`src/rtl/core/linear_gradient_pixel_blend_macros.svh`:
```
// Assertion helpers used by the blend pipeline control
`ifndef LINEAR_GRADIENT_PIXEL_BLEND_MACROS_SVH
`define LINEAR_GRADIENT_PIXEL_BLEND_MACROS_SVH

// Check a consequence in the same cycle as its cause
`define LGPB_ASSERT_NOW(LABEL, CLK, RSTN, ANTE, CONS) \
  LABEL: assert property (@(posedge CLK) disable iff (!RSTN) (ANTE) |-> (CONS)) \
    else $error("lgpb assertion failed");

// Check a consequence in the cycle after its cause
`define LGPB_ASSERT_NEXT(LABEL, CLK, RSTN, ANTE, CONS) \
  LABEL: assert property (@(posedge CLK) disable iff (!RSTN) (ANTE) |=> (CONS)) \
    else $error("lgpb assertion failed");

`endif

```
`src/rtl/core/lgpb_pkg.sv`:
```
package lgpb_pkg;

  localparam int COL_W       = 12;
  localparam int PIX_W       = 8;
  localparam int QUO_W       = 8;
  localparam int NUM_LANES   = 3;
  localparam int CFG_IDX_W   = 3;
  localparam int CFG_DATA_W  = 13;
  localparam int MODE_W      = 2;
  localparam int RESET_WIDTH = 256;
  // product stage, sum stage, then one stage per quotient bit
  localparam int NUM_STAGES  = 2 + QUO_W;

  typedef enum logic [CFG_IDX_W-1:0] {
    REG_START_RED   = 3'd0,
    REG_START_GREEN = 3'd1,
    REG_START_BLUE  = 3'd2,
    REG_END_RED     = 3'd3,
    REG_END_GREEN   = 3'd4,
    REG_END_BLUE    = 3'd5,
    REG_BLEND_MODE  = 3'd6,
    REG_IMAGE_WIDTH = 3'd7
  } cfg_reg_t;

  typedef enum logic [MODE_W-1:0] {
    MODE_SET  = 2'd0,
    MODE_SUM  = 2'd1,
    MODE_DIFF = 2'd2
  } blend_mode_t;

  typedef struct packed {
    logic [COL_W-1:0] column;
    logic [PIX_W-1:0] pixel_in_red;
    logic [PIX_W-1:0] pixel_in_green;
    logic [PIX_W-1:0] pixel_in_blue;
  } in_word_t;

  typedef struct packed {
    logic [PIX_W-1:0] pixel_out_red;
    logic [PIX_W-1:0] pixel_out_green;
    logic [PIX_W-1:0] pixel_out_blue;
  } out_word_t;

  // floor and ceiling of the gradient value plus the pixel it applies to
  typedef struct packed {
    logic [PIX_W-1:0] lo;
    logic [PIX_W-1:0] hi;
    logic [PIX_W-1:0] pix;
  } lane_res_t;

  typedef struct packed {
    logic [NUM_STAGES-1:0] stage_en;
    logic                  out_en;
  } pipe_ctrl_t;

endpackage

```
`src/rtl/core/lgpb_ctrl.sv`:
```
`include "linear_gradient_pixel_blend_macros.svh"

module lgpb_ctrl import lgpb_pkg::*; (
  input  logic       clk,
  input  logic       rst_n,
  input  logic       in_valid,
  output logic       in_stall,
  output logic       out_valid,
  input  logic       out_stall,
  output pipe_ctrl_t ctl
);

  localparam int CNT_W = $clog2(NUM_STAGES + 2);

  logic [NUM_STAGES-1:0] vld_r, vld_nxt, vld_in;
  logic                  out_valid_r, out_valid_nxt;
  logic [NUM_STAGES:0]   adv;

  // a stage loads when it is empty or the stage after it loads
  always_comb begin
    adv[NUM_STAGES] = !out_valid_r || !out_stall;
    for (int k = NUM_STAGES - 1; k >= 0; k--) begin
      adv[k] = !vld_r[k] || adv[k+1];
    end
  end

  // advance valid bits where the stage loads, hold elsewhere
  assign vld_in = {vld_r[NUM_STAGES-2:0], in_valid};

  always_comb begin
    for (int k = 0; k < NUM_STAGES; k++) begin
      vld_nxt[k] = adv[k] ? vld_in[k] : vld_r[k];
    end
    out_valid_nxt = adv[NUM_STAGES] ? vld_r[NUM_STAGES-1] : out_valid_r;
  end

  always_ff @(posedge clk) begin
    if (!rst_n) begin
      vld_r       <= '0;
      out_valid_r <= 1'b0;
    end else begin
      vld_r       <= vld_nxt;
      out_valid_r <= out_valid_nxt;
    end
  end

  assign in_stall     = !adv[0];
  assign out_valid    = out_valid_r;
  assign ctl.stage_en = adv[NUM_STAGES-1:0];
  assign ctl.out_en   = adv[NUM_STAGES];

  // occupancy bookkeeping for the checks below
  logic             in_acc, out_acc;
  logic [CNT_W-1:0] occ, occ_exp;

  assign in_acc  = in_valid && !in_stall;
  assign out_acc = out_valid_r && !out_stall;
  assign occ     = CNT_W'($countones({vld_r, out_valid_r}));
  assign occ_exp = occ + CNT_W'(in_acc) - CNT_W'(out_acc);

  `LGPB_ASSERT_NEXT(a_occupancy, clk, rst_n, 1'b1, occ == $past(occ_exp))
  `LGPB_ASSERT_NOW(a_stall_full, clk, rst_n, in_stall, (&vld_r) && out_valid_r && out_stall)
  `LGPB_ASSERT_NOW(a_out_source, clk, rst_n, $rose(out_valid_r), $past(vld_r[NUM_STAGES-1]))

endmodule

```
`src/rtl/core/lgpb_lane.sv`:
```
module lgpb_lane import lgpb_pkg::*; #(
  parameter int DEN_W = 12
) (
  input  logic                  clk,
  input  logic [NUM_STAGES-1:0] stage_en,
  input  logic [PIX_W-1:0]      grad_start,
  input  logic [PIX_W-1:0]      grad_stop,
  input  logic [DEN_W-1:0]      den_eff,
  input  logic [DEN_W-1:0]      col_sat,
  input  logic [PIX_W-1:0]      pix_in,
  output lane_res_t             res
);

  localparam int NUM_W  = DEN_W + PIX_W;
  localparam int PROD_W = DEN_W + PIX_W + 2;

  logic [NUM_W-1:0]         prod_base_r;
  logic signed [PROD_W-1:0] prod_ramp_r;
  logic signed [PIX_W:0]    diff;
  logic signed [PROD_W-1:0] num_sum;
  logic [NUM_W-1:0]         rem_r [QUO_W+1];
  logic [QUO_W-1:0]         q_r   [QUO_W+1];
  logic [PIX_W-1:0]         pix_r [NUM_STAGES];

  // products: start*den and column*(end-start)
  assign diff = $signed({1'b0, grad_stop}) - $signed({1'b0, grad_start});

  always_ff @(posedge clk) begin
    if (stage_en[0]) begin
      prod_base_r <= NUM_W'(grad_start) * NUM_W'(den_eff);
      prod_ramp_r <= PROD_W'(diff) * PROD_W'($signed({1'b0, col_sat}));
      pix_r[0]    <= pix_in;
    end
  end

  // numerator, never negative since the column is at most the denominator
  assign num_sum = $signed({2'b00, prod_base_r}) + prod_ramp_r;

  always_ff @(posedge clk) begin
    if (stage_en[1]) begin
      rem_r[0] <= num_sum[NUM_W-1:0];
      q_r[0]   <= '0;
      pix_r[1] <= pix_r[0];
    end
  end

  // restoring division, one quotient bit per stage, MSB first
  for (genvar j = 1; j <= QUO_W; j++) begin : g_div
    logic [NUM_W-1:0] divisor;
    logic [NUM_W:0]   trial;

    assign divisor = NUM_W'(den_eff) << (QUO_W - j);
    assign trial   = {1'b0, rem_r[j-1]} - {1'b0, divisor};

    always_ff @(posedge clk) begin
      if (stage_en[j+1]) begin
        if (!trial[NUM_W]) begin
          rem_r[j] <= trial[NUM_W-1:0];
          q_r[j]   <= {q_r[j-1][QUO_W-2:0], 1'b1};
        end else begin
          rem_r[j] <= rem_r[j-1];
          q_r[j]   <= {q_r[j-1][QUO_W-2:0], 1'b0};
        end
        pix_r[j+1] <= pix_r[j];
      end
    end
  end

  // ceiling is floor plus one when the remainder is nonzero
  assign res.lo  = q_r[QUO_W];
  assign res.hi  = q_r[QUO_W] + PIX_W'(rem_r[QUO_W] != '0);
  assign res.pix = pix_r[NUM_STAGES-1];

endmodule

```
`src/rtl/core/lgpb_merge.sv`:
```
module lgpb_merge import lgpb_pkg::*; (
  input  logic                            clk,
  input  logic                            out_en,
  input  logic [MODE_W-1:0]               mode,
  input  lane_res_t [NUM_LANES-1:0]       res,
  output out_word_t                       out_data
);

  logic [PIX_W-1:0] blend [NUM_LANES];
  out_word_t        out_r;

  // apply the blend mode per channel; the unused code behaves as set
  always_comb begin
    for (int i = 0; i < NUM_LANES; i++) begin
      unique case (mode)
        MODE_SUM:  blend[i] = res[i].pix + res[i].lo;
        MODE_DIFF: blend[i] = res[i].pix - res[i].hi;
        default:   blend[i] = res[i].lo;
      endcase
    end
  end

  // hold the word until it is taken
  always_ff @(posedge clk) begin
    if (out_en) begin
      out_r.pixel_out_red   <= blend[0];
      out_r.pixel_out_green <= blend[1];
      out_r.pixel_out_blue  <= blend[2];
    end
  end

  assign out_data = out_r;

endmodule

```
`src/rtl/core/linear_gradient_pixel_blend.sv`:
```
// Horizontal gradient blend: one pixel word in per clock, one word out per
// pixel, in order. Each of the three color lanes forms the exact gradient
// numerator start*(W-1) + column*(end-start) and divides it by W-1 in an
// eight-stage restoring divider, one quotient bit per stage; the divider
// depth sets the latency: the word passes eleven registers (product, sum,
// eight divide steps, output register) before out_valid rises. Throughput
// is one pixel per cycle while out_stall is low; bubbles in the pipeline
// are squeezed out when the output stalls. Columns past W-1 saturate, a
// width of 0 or 1 gives the start color, widths above MAX_WIDTH saturate.
// Write configuration only while no pixel is in flight.
module linear_gradient_pixel_blend import lgpb_pkg::*; #(
  parameter int MAX_WIDTH = 4096
) (
  input  logic                  clk,
  input  logic                  rst_n,
  input  logic                  in_valid,
  output logic                  in_stall,
  input  in_word_t              in_data,
  output logic                  out_valid,
  input  logic                  out_stall,
  output out_word_t             out_data,
  input  logic                  cfg_we,
  input  logic [CFG_IDX_W-1:0]  cfg_index,
  input  logic [CFG_DATA_W-1:0] cfg_wdata
);

  localparam int DEN_W       = $clog2(MAX_WIDTH);
  localparam int RST_W_SAT   = (RESET_WIDTH > MAX_WIDTH) ? MAX_WIDTH : RESET_WIDTH;
  localparam int RST_DEN     = RST_W_SAT - 1;
  localparam int RST_DEN_EFF = (RST_DEN == 0) ? 1 : RST_DEN;

  logic [PIX_W-1:0]  start_r [NUM_LANES];
  logic [PIX_W-1:0]  start_nxt [NUM_LANES];
  logic [PIX_W-1:0]  end_r [NUM_LANES];
  logic [PIX_W-1:0]  end_nxt [NUM_LANES];
  logic [MODE_W-1:0] mode_r, mode_nxt;
  logic [DEN_W-1:0]  den_r, den_nxt;
  logic [DEN_W-1:0]  den_eff_r, den_eff_nxt;
  logic [31:0]       w_sat, den_full;

  // width register is kept as its saturated denominator
  always_comb begin
    w_sat    = (32'(cfg_wdata) > 32'(MAX_WIDTH)) ? 32'(MAX_WIDTH) : 32'(cfg_wdata);
    den_full = (w_sat == 32'd0) ? 32'd0 : w_sat - 32'd1;
  end

  // decode configuration writes
  always_comb begin
    start_nxt   = start_r;
    end_nxt     = end_r;
    mode_nxt    = mode_r;
    den_nxt     = den_r;
    den_eff_nxt = den_eff_r;
    if (cfg_we) begin
      unique case (cfg_reg_t'(cfg_index))
        REG_START_RED:   start_nxt[0] = cfg_wdata[PIX_W-1:0];
        REG_START_GREEN: start_nxt[1] = cfg_wdata[PIX_W-1:0];
        REG_START_BLUE:  start_nxt[2] = cfg_wdata[PIX_W-1:0];
        REG_END_RED:     end_nxt[0]   = cfg_wdata[PIX_W-1:0];
        REG_END_GREEN:   end_nxt[1]   = cfg_wdata[PIX_W-1:0];
        REG_END_BLUE:    end_nxt[2]   = cfg_wdata[PIX_W-1:0];
        REG_BLEND_MODE:  mode_nxt     = cfg_wdata[MODE_W-1:0];
        REG_IMAGE_WIDTH: begin
          den_nxt     = DEN_W'(den_full);
          den_eff_nxt = (den_full == 32'd0) ? DEN_W'(1) : DEN_W'(den_full);
        end
        default: ;
      endcase
    end
  end

  always_ff @(posedge clk) begin
    if (!rst_n) begin
      for (int i = 0; i < NUM_LANES; i++) begin
        start_r[i] <= '0;
        end_r[i]   <= '0;
      end
      mode_r    <= MODE_SET;
      den_r     <= DEN_W'(RST_DEN);
      den_eff_r <= DEN_W'(RST_DEN_EFF);
    end else begin
      start_r   <= start_nxt;
      end_r     <= end_nxt;
      mode_r    <= mode_nxt;
      den_r     <= den_nxt;
      den_eff_r <= den_eff_nxt;
    end
  end

  // saturate the column to the last one
  logic [DEN_W-1:0] col_sat;

  assign col_sat = (32'(in_data.column) > 32'(den_r)) ? den_r : DEN_W'(in_data.column);

  // pipeline control
  pipe_ctrl_t ctl;

  lgpb_ctrl u_ctrl (
    .clk       (clk),
    .rst_n     (rst_n),
    .in_valid  (in_valid),
    .in_stall  (in_stall),
    .out_valid (out_valid),
    .out_stall (out_stall),
    .ctl       (ctl)
  );

  // one lane per color channel
  logic [PIX_W-1:0]            lane_pix [NUM_LANES];
  lane_res_t [NUM_LANES-1:0]   lane_res;

  assign lane_pix[0] = in_data.pixel_in_red;
  assign lane_pix[1] = in_data.pixel_in_green;
  assign lane_pix[2] = in_data.pixel_in_blue;

  for (genvar i = 0; i < NUM_LANES; i++) begin : g_lane
    lgpb_lane #(
      .DEN_W (DEN_W)
    ) u_lane (
      .clk        (clk),
      .stage_en   (ctl.stage_en),
      .grad_start (start_r[i]),
      .grad_stop  (end_r[i]),
      .den_eff    (den_eff_r),
      .col_sat    (col_sat),
      .pix_in     (lane_pix[i]),
      .res        (lane_res[i])
    );
  end

  // combine lanes and register the result word
  lgpb_merge u_merge (
    .clk      (clk),
    .out_en   (ctl.out_en),
    .mode     (mode_r),
    .res      (lane_res),
    .out_data (out_data)
  );

endmodule

```
`config.mk`:
```
export PLATFORM = sky130hd
export DESIGN_NAME = linear_gradient_pixel_blend
export DESIGN_NICKNAME = d
export VERILOG_FILES = /design/src/rtl/core/lgpb_pkg.sv /design/src/rtl/core/lgpb_ctrl.sv /design/src/rtl/core/lgpb_lane.sv /design/src/rtl/core/lgpb_merge.sv /design/src/rtl/core/linear_gradient_pixel_blend.sv
export VERILOG_INCLUDE_DIRS = /design/src /design/src/rtl/core
export SDC_FILE = /design/constraint.sdc
export NUM_CORES = 2
export LEC_CHECK = 0
export BUFFER_PORTS_ARGS = -buffer_cell sky130_fd_sc_hd__buf_2
export CELL_PAD_IN_SITES_DETAIL_PLACEMENT = 1
export CELL_PAD_IN_SITES_GLOBAL_PLACEMENT = 1
export CORE_MARGIN = 1
export CORE_UTILIZATION = 50
export DETAILED_ROUTE_END_ITERATION = 10
export GPL_TIMING_DRIVEN = 0
export PLACE_DENSITY_LB_ADDON = 0.1
export SLEW_MARGIN = 20
export SYNTH_ARGS = -nofsm -noshare
export SYNTH_HDL_FRONTEND = slang
export SYNTH_SLANG_ARGS = --single-unit
```
`constraint.sdc`:
```
create_clock -name clk -period 8.85 [get_ports clk]
set_input_delay 0.4425 -clock clk [delete_from_list [all_inputs] [get_ports clk]]
set_output_delay 0.4425 -clock clk [all_outputs]
set_load 0.01 [all_outputs]
```
Word level (Yosys, flattened, before mapping)

Memory sizes are Yosys's and may differ from the RTL's.
Cells that the tools add are included.

Latch bits: 0
Logic and storage cells: 400
Bits in read-only memories: 0
Output and inout port bits: 26
RAM bits: 996
Register bits after elaboration: 229
Memories: 9

Memory list:

| name                   | words | width | rd ports | clocked after Yosys merged registers in | write ports | line            | RTL |
|---|---|---|---|---|---|---|---|
| g_lane[0].u_lane.rem_r | 9     | 20    | 9        | 0                                       | 9           | lgpb_lane.sv:21 | `logic [NUM_W-1:0] rem_r [QUO_W+1];` |
| g_lane[1].u_lane.rem_r | 9     | 20    | 9        | 0                                       | 9           | lgpb_lane.sv:21 |  |
| g_lane[2].u_lane.rem_r | 9     | 20    | 9        | 0                                       | 9           | lgpb_lane.sv:21 |  |
| g_lane[0].u_lane.pix_r | 10    | 8     | 10       | 0                                       | 10          | lgpb_lane.sv:23 | `logic [PIX_W-1:0] pix_r [NUM_STAGES];` |
| g_lane[1].u_lane.pix_r | 10    | 8     | 10       | 0                                       | 10          | lgpb_lane.sv:23 |  |
| g_lane[2].u_lane.pix_r | 10    | 8     | 10       | 0                                       | 10          | lgpb_lane.sv:23 |  |
| +3 memories            | --    | --    | --       | --                                      | --          | --              |  |

Bitwise logic cells: 48
Divide/modulo/power cells: 0
Multiply operators: 6
Equality and inequality tests: 9
Reductions and logical operators: 38
Shift-type cells: 0
Order comparisons: 2
Multiplexer cells: 219
Add/sub/neg operators: 40

Operator list:

| operator                                       | count |
|---|---|
| 20-bit two-way mux                             | 24 |
| 8-bit two-way mux                              | 24 |
| 1-bit two-way mux                              | 164 |
| 32-bit logical NOT                             | 2 |
| 20-bit by 12-bit subtractor with 21-bit output | 3 |
| 20-bit by 13-bit subtractor with 21-bit output | 3 |
| 20-bit by 14-bit subtractor with 21-bit output | 3 |
| 20-bit by 15-bit subtractor with 21-bit output | 3 |
| 20-bit by 16-bit subtractor with 21-bit output | 3 |
| 20-bit by 17-bit subtractor with 21-bit output | 3 |
| 20-bit by 18-bit subtractor with 21-bit output | 3 |
| 20-bit by 19-bit subtractor with 21-bit output | 3 |
| 20-bit adder                                   | 3 |
| 8-bit by 12-bit multiplier with 20-bit output  | 3 |
| 9-bit by 13-bit multiplier with 20-bit output  | 3 |
| 20-bit nonzero test                            | 3 |
| 1-bit OR                                       | 48 |
| 8-bit one-hot mux with 2 select lines          | 3 |
| 32-bit two-way mux                             | 1 |
| 8-bit by 8-bit subtractor with 9-bit output    | 3 |
| 8-bit by 1-bit adder with 8-bit output         | 3 |
| 8-bit adder                                    | 3 |
| 12-bit two-way mux                             | 2 |
| 8-bit subtractor                               | 3 |
| other kinds (13)                               | 46 |

Logic depth before layout (Yosys ltp)

Depth in word-level cells: 14
Depth in mapped cells: 30
Depth with buffers taken out: 28

Cells and area by module

A second synthesis with hierarchy kept.

Cells, all modules: 7045
Area, all modules: 77589.4 um^2

By module, submodules not included:

| module                       | cells an instance | times used | seq. area each (um^2) | area an instance (um^2) |
|---|---|---|---|---|
| lgpb_lane (g_lane[0].u_lane) | 2109              | 1          | 10079.7               | 23882.9 |
| lgpb_lane (g_lane[1].u_lane) | 2095              | 1          | 10079.7               | 23645.2 |
| lgpb_lane (g_lane[2].u_lane) | 2101              | 1          | 10079.7               | 23520.1 |
| linear_gradient_pixel_blend  | 411               | 1          | 1481.4                | 3643.5 |
| lgpb_merge                   | 278               | 1          | 720.7                 | 2441.1 |
| lgpb_ctrl                    | 51                | 1          | 220.2                 | 456.7 |

Worst setup path after synthesis

Ideal clock, no wire load.

Path type: input to register
Start point: input port in_data[25] in the netlist's numbering
End point: register g_lane[2].u_lane.prod_ramp_r[19] (data pin)
Library setup time: 0.260 ns
Arrival time: 6.568 ns
Stages on the path: 28
Path buffers: 3
Setup slack: 2.021 ns
Cell sequence: ha_1 nor2b_1 o211ai_1 a211o_1 a31oi_2 buf_4 buf_4 mux2i_1 buf_2 nor2_1 fa_1 inv_1 fa_1 inv_1 fa_1 fa_1 inv_1 fa_1 inv_1 ha_1 o21a_1 o31a_1 nor2_1 o21ai_0 a311oi_1 o21ai_0 a31oi_1 xnor2_1

Word-level cells in the longest chain between the ends: 3

Ends and longest elaborated chain:

| what                                            | line                              | RTL |
|---|---|---|
| start: declaration                              | linear_gradient_pixel_blend.sv:18 | `input in_word_t in_data,` |
| 12-bit > comparator                             | linear_gradient_pixel_blend.sv:93 | `assign col_sat = (32'(in_data.column) > 32'(den_r)) ? den_r : DEN_W'(in_data.column);` |
| 12-bit two-way mux *                            | linear_gradient_pixel_blend.sv:93 |  |
| 9-bit by 13-bit multiplier with 20-bit output * | lgpb_lane.sv:31                   | `prod_ramp_r <= PROD_W'(diff) * PROD_W'($signed({1'b0, col_sat}));` |
| end signal: assignment                          | lgpb_lane.sv:31                   |  |
| end: declaration                                | lgpb_lane.sv:18                   | `logic signed [PROD_W-1:0] prod_ramp_r;` |

Every way passes the cells marked *; elsewhere a longest branch is shown, timed or not.
A chain may end at the register's enable or synchronous reset.

Worst setup path after layout

Start point: register den_r[9]
End point: register g_lane[1].u_lane.prod_ramp_r[19] (data pin)

Word-level cells in the longest chain between the ends: 3

Ends and longest elaborated chain:

| what                                            | line                              | RTL |
|---|---|---|
| start: declaration                              | linear_gradient_pixel_blend.sv:37 | `logic [DEN_W-1:0] den_r, den_nxt;` |
| start signal: assignment                        | linear_gradient_pixel_blend.sv:79 | `den_r <= DEN_W'(RST_DEN);` |
| start signal: assignment                        | linear_gradient_pixel_blend.sv:85 | `den_r <= den_nxt;` |
| 12-bit > comparator                             | linear_gradient_pixel_blend.sv:93 |  |
| 12-bit two-way mux *                            | linear_gradient_pixel_blend.sv:93 |  |
| 9-bit by 13-bit multiplier with 20-bit output * | lgpb_lane.sv:31                   |  |
| end signal: assignment                          | lgpb_lane.sv:31                   |  |
| end: declaration                                | lgpb_lane.sv:18                   |  |

Marked as above.

==> impl_metrics.csv <==
group,metric,value,unit
outcome,status,"completed",
worst_setup_path,r2r_slack,0.35,ns
clock_tree,clock_latency,0.80,ns
final_layout,layout_commonest_cell,"edfxtp_1",
worst_setup_path,crit_chain,"inv_1, ha_1, nand4_1, a211o_1, a31oi_2, buf_4, buf_4, mux2i_1, buf_2, nor2_1, fa_1, fa_1, fa_1, fa_1, ha_1, ha_1, o21a_1, o31a_1, nor2_1, o21ai_0, a311oi_1, o21ai_0, a31oi_1, xnor2_1",
hold_path,hold_start,"out_stall",
sta,tns,0,ns
worst_setup_path,crit_start,"den_r[9]",
flow_run,maxCapViolCount,0,
floorplan,core,153000,sq um
clock_tree,cts_max_level,3,
worst_setup_path,cp_max_fo,10,
floorplan,pin_count,83,
placed_design,io_buffers,73,
worst_setup_path,slowest_stage,"mux2i_1",
grt,grt_pass1_wl,325000,um
routing,drtIter0Drc,2551,
worst_setup_path,crit_path_frequent_cell,"fa_1",
worst_setup_path,crit_type,"reg2reg",
worst_setup_path,max_stage_delay,0.86,ns
final_layout,num-fill-cells,16197,
routing,ant_nets,0,
power,power.total,25100,uW
worst_setup_path,worstPathArrival,8.95,ns
clock_tree,path_clk_slew,0.06,ns
synth,ys_types,109,
sta,rsz0062_at_grt,"false",
synth,ys_async_sr_fraction,0,
sta,finalSetupViolCount,0,
floorplan,die_width,395,um
routing,post-route-drc-count,0,
sta,finalMaxSlewViolations,0,
synth,synth_warnings,0,
synth,synth_edf_count,1029,
synth,postSynthCellCount,7051,
sta,finalCritPeriodShare,0.961,
grt,grt_pass1_vias,57852,
worst_setup_path,cp.required,9.30,ns
grt,grtUsageTotal,0.267,
floorplan,initial_utilization,0.506,
clock_tree,cts_tree,"yes",
synth,synthesis.nets,8258,
sta,slew_headroom,0.226,
final_layout,drive_gt1_frac,0.0749,
worst_setup_path,crit_family,"adder cells",
sta,max_freq,0.118,GHz
final_layout,insertedDiodeCount,0,
synth,syn-cell-area,77300,sq um
sta,worst_pin_slew,1.13,ns
routing,totalWireLength,208000,um
floorplan,die_area,156000,sq um
power,p_leak,0.0362,uW
sta,hold_viol_final,0,
clock_tree,cts.sinks,1117,
routing,wl_per_cell,22.0,um
worst_setup_path,startpoint_type,"flip-flop",
clock_tree,cts-root-buf,"clkbuf_16",
grt,grt-ovfl-total,0,
final_layout,layout.nets,8498,
sta,min_period,8.50,ns
routing,routed_via_density,5.66,
worst_setup_path,r2r-start,"den_r[9]",
worst_setup_path,path_buf_inv,4,
final_layout,mostFrequentLayoutCells,"1029 x edfxtp_1, 718 x ha_1, 684 x inv_1",
routing,num_vias,53311,
synth,synth-seq-cells,1117,
synth,syn_avg_cell_area,11.0,sq um
routing,dr.pass1.iters,5,
synth,synth_flop_cell,"edfxtp_1",
floorplan,std_cell_rows,143,
power,irDropWorstVdd,0.188,mV
worst_setup_path,cp-end-kind,"flip-flop",
final_layout,areaGrowthSynthToFinish,10.6,%
grt,antenna_found_initial,2,
grt,grt_max_degree,76,
hold_path,hp-class,"in2reg",
synth,ys_seq_area_frac,0.422,
placed_design,gp_congestion,0.903,
clock_tree,cts_buffer_depth,3,
clock_tree,numCtsBuffers,118,
placed_design,dp.final_hpwl,158000,um
sta,fin_skew,0.0675,ns
floorplan,fp.dieH,395,um
power,power_density,293,nW/um^2
## sequential cells by signal, indices dropped and copies added, names as in the netlist
signal	cells
den_eff_r	12
den_r	12
end_r	24
g_lane.u_lane.pix_r	240
g_lane.u_lane.prod_base_r	60
g_lane.u_lane.prod_ramp_r	60
g_lane.u_lane.q_r	108
g_lane.u_lane.rem_r	540
mode_r	2
start_r	24
u_ctrl.out_valid	1
u_ctrl.vld_r	10
u_merge.out_data	24
## worst paths after layout
check	depth (start not counted)	to
max	24	g_lane[1].u_lane.prod_ramp_r[19]
min	3	u_ctrl.out_valid
max reg2reg	24	g_lane[1].u_lane.prod_ramp_r[19]
min reg2reg	0	g_lane[1].u_lane.pix_r[5][6]
## cell usage after synthesis, types with 10 or more instances
library cell	count	share of area
edfxtp_1	1029	0.40
ha_1	718	0.12
inv_1	693	0.034
nor2_1	633	0.031
nand2_1	589	0.029
fa_1	432	0.11
a21oi_1	359	0.023
o21ai_0	329	0.021
xnor2_1	305	0.035
nand2b_1	168	0.014
xor2_1	164	0.019
o21a_1	117	0.011
nor2b_1	114	0.0092
mux2_2	112	0.016
a21o_1	109	0.011
clkbuf_1	109	0.0053
nor3_1	99	0.0064
dfxtp_1	88	0.023
and2_1	81	0.0066
a21boi_0	66	0.0064
mux2i_1	56	0.0072
nand3_1	48	0.0031
nor4_1	43	0.0035
or3_1	43	0.0035
buf_2	37	0.0024
o31ai_1	36	0.0035
o21bai_1	30	0.0029
a31oi_1	28	0.0023
and3_1	27	0.0022
a211oi_1	26	0.0025
a221oi_1	18	0.0020
a211o_1	16	0.0018
or2_2	14	0.0011
nor3b_1	13	0.0013
o21ai_1	12	0.00078
clkinv_1	11	0.00053
nand4_1	11	0.00089
o31a_1	11	0.0012
o2111ai_1	10	0.0011
## through the flow
| step | std cells | setup WS [ns] | hold slack, ns | cell area, sq um | utilization |
|---|---|---|---|---|---|
| 2_1_floorplan | 7051 | 2.02 | 0.400 | 77300 | - |
| 6_report | 9425 | 0.349 | 0.0670 | 85500 | 0.560 |
| 4_1_cts | 9425 | 0.449 | 0.0104 | 85500 | 0.560 |
| 3_3_place_gp | 9154 | -1.08 | 0.400 | 80200 | 0.525 |
| 3_5_place_dp | 9177 | 0.409 | 0.405 | 80900 | 0.530 |
| 5_1_grt | 9425 | 0.0605 | 0.0762 | 85500 | 0.560 |
## worst register-to-register path, cell delays in order (launching register included)
cell and delay, ns:
dfxtp_1 0.48, inv_1 0.09, ha_1 0.31, nand4_1 0.14
a211o_1 0.30, a31oi_2 0.30, buf_4 0.28, buf_4 0.26
mux2i_1 0.86, buf_2 0.48, nor2_1 0.11, fa_1 0.51
fa_1 0.58, fa_1 0.44, fa_1 0.46, ha_1 0.29
ha_1 0.36, o21a_1 0.15, o31a_1 0.18, nor2_1 0.05
o21ai_0 0.31, a311oi_1 0.20, o21ai_0 0.34, a31oi_1 0.16
xnor2_1 0.57
## routing by layer
metal	global-route usage	share of wire
met4	0.104	0.040
met1	0.325	0.42
met2	0.484	0.51
met3	0.0266	0.032
met5	0	0
## area by class of cell
class / count / area, sq um / area share
Buffer: 170 / 806 / 0.00942
Clock buffer: 148 / 3190 / 0.0373
Clock inverter: 76 / 1180 / 0.0138
Inverter: 712 / 2720 / 0.0318
Multi-Input combinational cell: 5052 / 41300 / 0.482
Sequential cell: 1117 / 32700 / 0.382
Tap cell: 2030 / 2540 / 0.0297
Timing Repair Buffer: 120 / 1180 / 0.0138
## power by group
| group | leakage [uW] | switching [uW] | total (uW) | internal [uW] |
|---|---|---|---|---|
| combinational | 0.0225 | 5850 | 10500 | 4620 |
| clock | 0.00210 | 2210 | 5490 | 3280 |
| sequential | 0.0116 | 1020 | 9140 | 8120 |
| total | 0.0362 | 9080 | 25100 | 16000 |
## what timing repair did
item                                   in CTS  in global routing
hold buffers                               24                  0
setup buffers                               0                  0
gates resized for setup                     0                  0
endpoints found under the hold margin      24                  0
## logic make-up after synthesis
family / Yosys count / synth area share
AOI/OAI and AO/OA: 1307 / 0.108
xor gates and xnor gates: 469 / 0.0531
adders and majority gates: 1150 / 0.228
buffers and inverters: 882 / 0.0448
DFF: 1117 / 0.422
muxes: 173 / 0.0245
and+or+nand+nor: 1953 / 0.119
Note: power is estimated with default switching activity, not from simulation.
